### src/rtl/phm_pkg.sv
`timescale 1ns / 1ps

package phm_pkg;

    localparam int PIXEL_BITS = 16;
    localparam int COUNT_BITS = 16;
    localparam int FIELD_BITS = 16;
    localparam int DEPTH      = 1 << PIXEL_BITS;

    localparam logic [COUNT_BITS-1:0] COUNT_MAX = {COUNT_BITS{1'b1}};

    typedef logic [1:0] kind_t;

    localparam kind_t KIND_CLEAR = 2'd0;
    localparam kind_t KIND_PIXEL = 2'd1;
    localparam kind_t KIND_READ  = 2'd2;

    typedef struct packed {
        kind_t                 kind;
        logic [FIELD_BITS-1:0] value;
    } req_t;

    typedef struct packed {
        logic [FIELD_BITS-1:0] bin_count;
        logic [FIELD_BITS-1:0] peak_count;
        logic [FIELD_BITS-1:0] peak_bin;
    } rsp_t;

    typedef enum logic [1:0] {
        ST_SWEEP,
        ST_IDLE,
        ST_FETCH,
        ST_RESP
    } state_t;

    typedef struct packed {
        logic capture;
        logic finish;
        logic sweep;
        logic clear_done;
    } cmd_t;

    typedef struct packed {
        logic sweep_last;
    } status_t;

endpackage

### src/rtl/phm_ctrl.sv
`timescale 1ns / 1ps

module phm_ctrl
    import phm_pkg::*;
(
    input  logic    clk,
    input  logic    rst_n,
    input  logic    req_valid,
    input  kind_t   req_kind,
    output logic    req_stall,
    output logic    rsp_valid,
    input  logic    rsp_stall,
    output cmd_t    cmd,
    input  status_t status
);

    state_t state_reg;
    state_t state_next;
    logic   from_clear_reg;
    logic   from_clear_next;

    always_ff @(posedge clk or negedge rst_n)
    begin
        if (!rst_n)
        begin
            state_reg      <= ST_SWEEP;
            from_clear_reg <= 1'b0;
        end
        else
        begin
            state_reg      <= state_next;
            from_clear_reg <= from_clear_next;
        end
    end

    always_comb
    begin
        state_next      = state_reg;
        from_clear_next = from_clear_reg;
        cmd             = '0;
        req_stall       = 1'b1;
        rsp_valid       = 1'b0;
        case (state_reg)
            ST_SWEEP:
            begin
                cmd.sweep = 1'b1;
                if (status.sweep_last)
                begin
                    if (from_clear_reg)
                    begin
                        cmd.clear_done = 1'b1;
                        state_next     = ST_RESP;
                    end
                    else
                    begin
                        state_next = ST_IDLE;
                    end
                end
            end
            ST_IDLE:
            begin
                req_stall = 1'b0;
                if (req_valid)
                begin
                    if (req_kind == KIND_CLEAR)
                    begin
                        from_clear_next = 1'b1;
                        state_next      = ST_SWEEP;
                    end
                    else
                    begin
                        cmd.capture = 1'b1;
                        state_next  = ST_FETCH;
                    end
                end
            end
            ST_FETCH:
            begin
                cmd.finish = 1'b1;
                state_next = ST_RESP;
            end
            ST_RESP:
            begin
                rsp_valid = 1'b1;
                if (!rsp_stall)
                begin
                    state_next = ST_IDLE;
                end
            end
            default:
            begin
                state_next = ST_IDLE;
            end
        endcase
    end

endmodule

### config.mk
export PLATFORM = sky130hd
export DESIGN_NAME = phm_ctrl
export DESIGN_NICKNAME = d
export VERILOG_FILES = /design/src/rtl/phm_pkg.sv /design/src/rtl/phm_ctrl.sv
export SDC_FILE = /design/constraint.sdc
export NUM_CORES = 1
export LEC_CHECK = 0
export ABC_CLOCK_PERIOD_IN_PS = 900
export BUFFER_PORTS_ARGS = -buffer_cell sky130_fd_sc_hd__buf_2
export CORE_AREA = 2 2 39 41
export CTS_CLUSTER_DIAMETER = 50
export DETAILED_ROUTE_END_ITERATION = 8
export DIE_AREA = 0 0 41 43
export SETUP_SLACK_MARGIN = 0.1
export SKIP_CTS_REPAIR_TIMING = 1
export SYNTH_ARGS = -nofsm -noshare
export SYNTH_HDL_FRONTEND = slang
export SYNTH_SLANG_ARGS = --single-unit
### constraint.sdc
create_clock -name clk -period 0.9 [get_ports clk]
set_input_delay 0.09 -clock clk [delete_from_list [all_inputs] [get_ports clk]]
set_output_delay 0.09 -clock clk [all_outputs]
set_load 0.1 [all_outputs]
# == Word-level counts from Yosys, hierarchy flattened ==
# Index checks and enable logic that the tools add are counted.
# classes
mux,15
n_eq_ne,6
n_reduce_logical,4
# op_table
cell,n
$mux 2,6
$mux 1,8
$pmux 2 s4,1
$ne 2x2->1 const B,3
$reduce_and 3->1,2
$eq 2x2->1 const B,2
$logic_not 2->1,2
$eq 2x1->1 const B,1
# totals
elab_cells,27
input_bits,7
register_bits,3

# == Depth between registers and ports, before layout ==
# depth
ltp_word,4
mapped_depth,3
depth_no_buf,3

# == Worst setup path before layout ==
# No wires, ideal clock.
# synth_timing
path_type,register -> output
startpoint,reg state_reg[0]
endpoint,out cmd[0] in the netlist's numbering
path_slack_ns,-1.704
path_buffers,0
arrival_time_ns,2.514
stages_incl_launch_ff,2
t_required_ns,0.810
path_cell_list,dfrtp_1 > nor3_1
# synth_lines
element,line_no,rtl
start: declaration,phm_ctrl.sv:17,state_t state_reg;
start signal: assignment,phm_ctrl.sv:31,state_reg <= state_next;
end: declaration,phm_ctrl.sv:13,"output cmd_t cmd,"

==> metrics <==
Total Nets Final 49; met2 routed WL about 220 um; Synth Area in Compound Gates 0.1556; Hold Path Class primary input to flip-flop; site row count 14; drt drc 0; CP max FO 3; initial cell density of the core 0.1221; number of DRC markers in iteration 0 4; die height about 43 um; arrival time of the worst setup path about 1.2 ns; Routed wire per std cell just under 8 um; Finished Cell Area 480.5 sq um; Seq/Total Area, Yosys 0.4444; First-pass DRT Iterations 2; core area 0.001384 sq mm; top layer in use met3; RSZ-0062 raised after global routing true; area of the multi-input gates approximately 130 sq um; WP data required slightly above 0.8 ns; CTS tree yes; largest net degree at the start of global routing 8; Max Cap Violations 0; Routed WL about 440 um; CP Capture Type primary output; Port Buffers 12; Post-Place Cell Area around 440 sq um; Syn Area/Cell 8.890 sq um; crit path kind flip-flop to primary output; Yosys cell types 15; initial antenna violation count 0; total CTS buffers 3; post-synthesis xor/xnor area fraction 0; Synth Area in Simple Gates 0.3556; Reg clk slew, reported paths roughly 0.04 ns; first-pass GRT wire length between 700 and 800 um; Worst Tran Pin Value around 0.17 ns; final hold violations 0; Die Area 0.001763 sq mm; Max Transition Viols Final 0; Max Clock Skew 0.0008829 ns; worst setup margin -0.4202 ns; CTS Root Cell clkbuf_4; die width 41 um; largest family of logic cells by synthesized area simple AND/OR/NAND/NOR gates; Final ANT Viol Nets 0; Final Cycle Share 1.467; Clock Sinks 3; RePlAce Congestion between 0.7 and 0.8; status finished, violations left; H-tree depth 1; CP Launch Type flip-flop; ant diodes 0; I/O pins 13; syn_nets 26; worst-case clock buffer depth 2; Sequential Area slightly below 80 sq um; Worst-Skew Late Latency ~0.23 ns; total number of vias between 200 and 250; Syn Inst Count 19; Area Overhead vs Synth 184.4%; dpl hpwl slightly below 400 um; total track usage 0.07056; mux cell area share after synthesis 0; Ys Warns 0; number of global-route vias before repair roughly 190; Met3 Wirelength around 29 um; Post-Route M1 WL around 190 um; max FFs per register 2; Seq cells post-synth 3; violated checks negative setup slack; Max transition margin 0.8837; Final min period roughly 1.3 ns; Fmax ~760 MHz; layout cells sized above 1 0.7561; number of fill cells 148; setup violators final 8; gr ovfl total 0; Synth Area in Adders 0; synthesized cell area between 150 and 200 sq um; vias per cell around 3.6
## final timing paths
| path | start | to | slack [ns] | depth (start not counted) |
|---|---|---|---|---|
| min in group asynchronous | rst_n | state_reg[0] | 0.19 | 2 |
| setup / recovery | state_reg[1] | cmd[3] | -0.42 | 4 |
| hold reg to reg | state_reg[1] | state_reg[0] | 0.48 | 1 |
| max in group asynchronous | rst_n | state_reg[1] | 0.59 | 2 |
| hold / removal | status | state_reg[0] | 0.10 | 3 |
| setup reg to reg | state_reg[1] | state_reg[1] | -0.17 | 4 |
## cells in the final DEF (no fill, tap or decap)
cell,synthesis,final
buf_12,0,7
buf_2,0,6
buf_4,0,4
clkbuf_4,0,3
nand2_1,2,2
dfrtp_2,0,2
nor2b_4,0,1
nor3_4,0,1
and2_4,0,1
nor2_1,2,1
and2b_4,1,1
nand3b_4,0,1
clkinvlp_4,0,1
nor2_4,0,1
inv_8,0,1
o21ai_2,0,1
nand2b_1,1,1
a31o_1,1,1
a21oi_1,1,1
o211ai_1,1,1
clkbuf_1,0,1
dfrtp_1,3,1
dlygate4sd3_1,0,1
## synth_stat cells
cell type  number  area, sq um
o211ai_1        1        7.510
a31o_1          1        8.760
nand3b_2        1        11.26
dfrtp_1         3        75.07
nor2_1          2        7.510
and2_1          1        6.260
nor3_1          1        5.000
a21oi_1         1        5.000
nor2b_1         1        6.260
and2b_4         1        10.01
inv_2           1        3.750
o21ai_1         1        5.000
nand2b_1        1        6.260
inv_1           1        3.750
nand2_1         2        7.510
## metal layers
| metal | GRT usage | vias to the layer above |
|---|---|---|
| li1 | - | 107 |
| met1 | 0.09772 | 88 |
| met2 | 0.07813 | 8 |
| met3 | 0.04712 | 0 |
| met4 | 0.04000 | 0 |
| met5 | 0 | - |
## layout make-up
type / instances / area share
tap: 16 / 0.04167
timing repair buffer: 18 / 0.4375
sequential: 3 / 0.1615
inverter: 2 / 0.03906
clock buffer: 4 / 0.05469
multi-input combinational: 14 / 0.2656
## cells by family after synthesis
family / after synthesis
simple gates: 10
compound gates: 4
flops: 3
buf+inv: 2
## worst max-delay path, stage by stage, from the launching register on
cell	delay [ns]
dfrtp_2	0.39
and2b_4	0.27
nand3b_4	0.09
clkinvlp_4	0.08
buf_12	0.16
## stage by stage
step                      instances  utilization  hold slack (ns)  worst slack (ns)  setup TNS [ns]
after CTS                        56       0.3363          -0.3618           -0.4379          -2.399
after global placement           52       0.3174          -0.1119           -0.1744         -0.8306
after global routing             57       0.3472           0.1210           -0.4685          -2.593
final                            57       0.3472           0.1002           -0.4202          -2.267
after detailed placement         52       0.3174          -0.1116           -0.1894         -0.8822
after floorplan                  19            -          -0.2056           -0.4479          -1.776
Power is left out: the tool's default activity adds up to more than one toggle a clock period on the data nets, which glitch-free logic cannot reach.
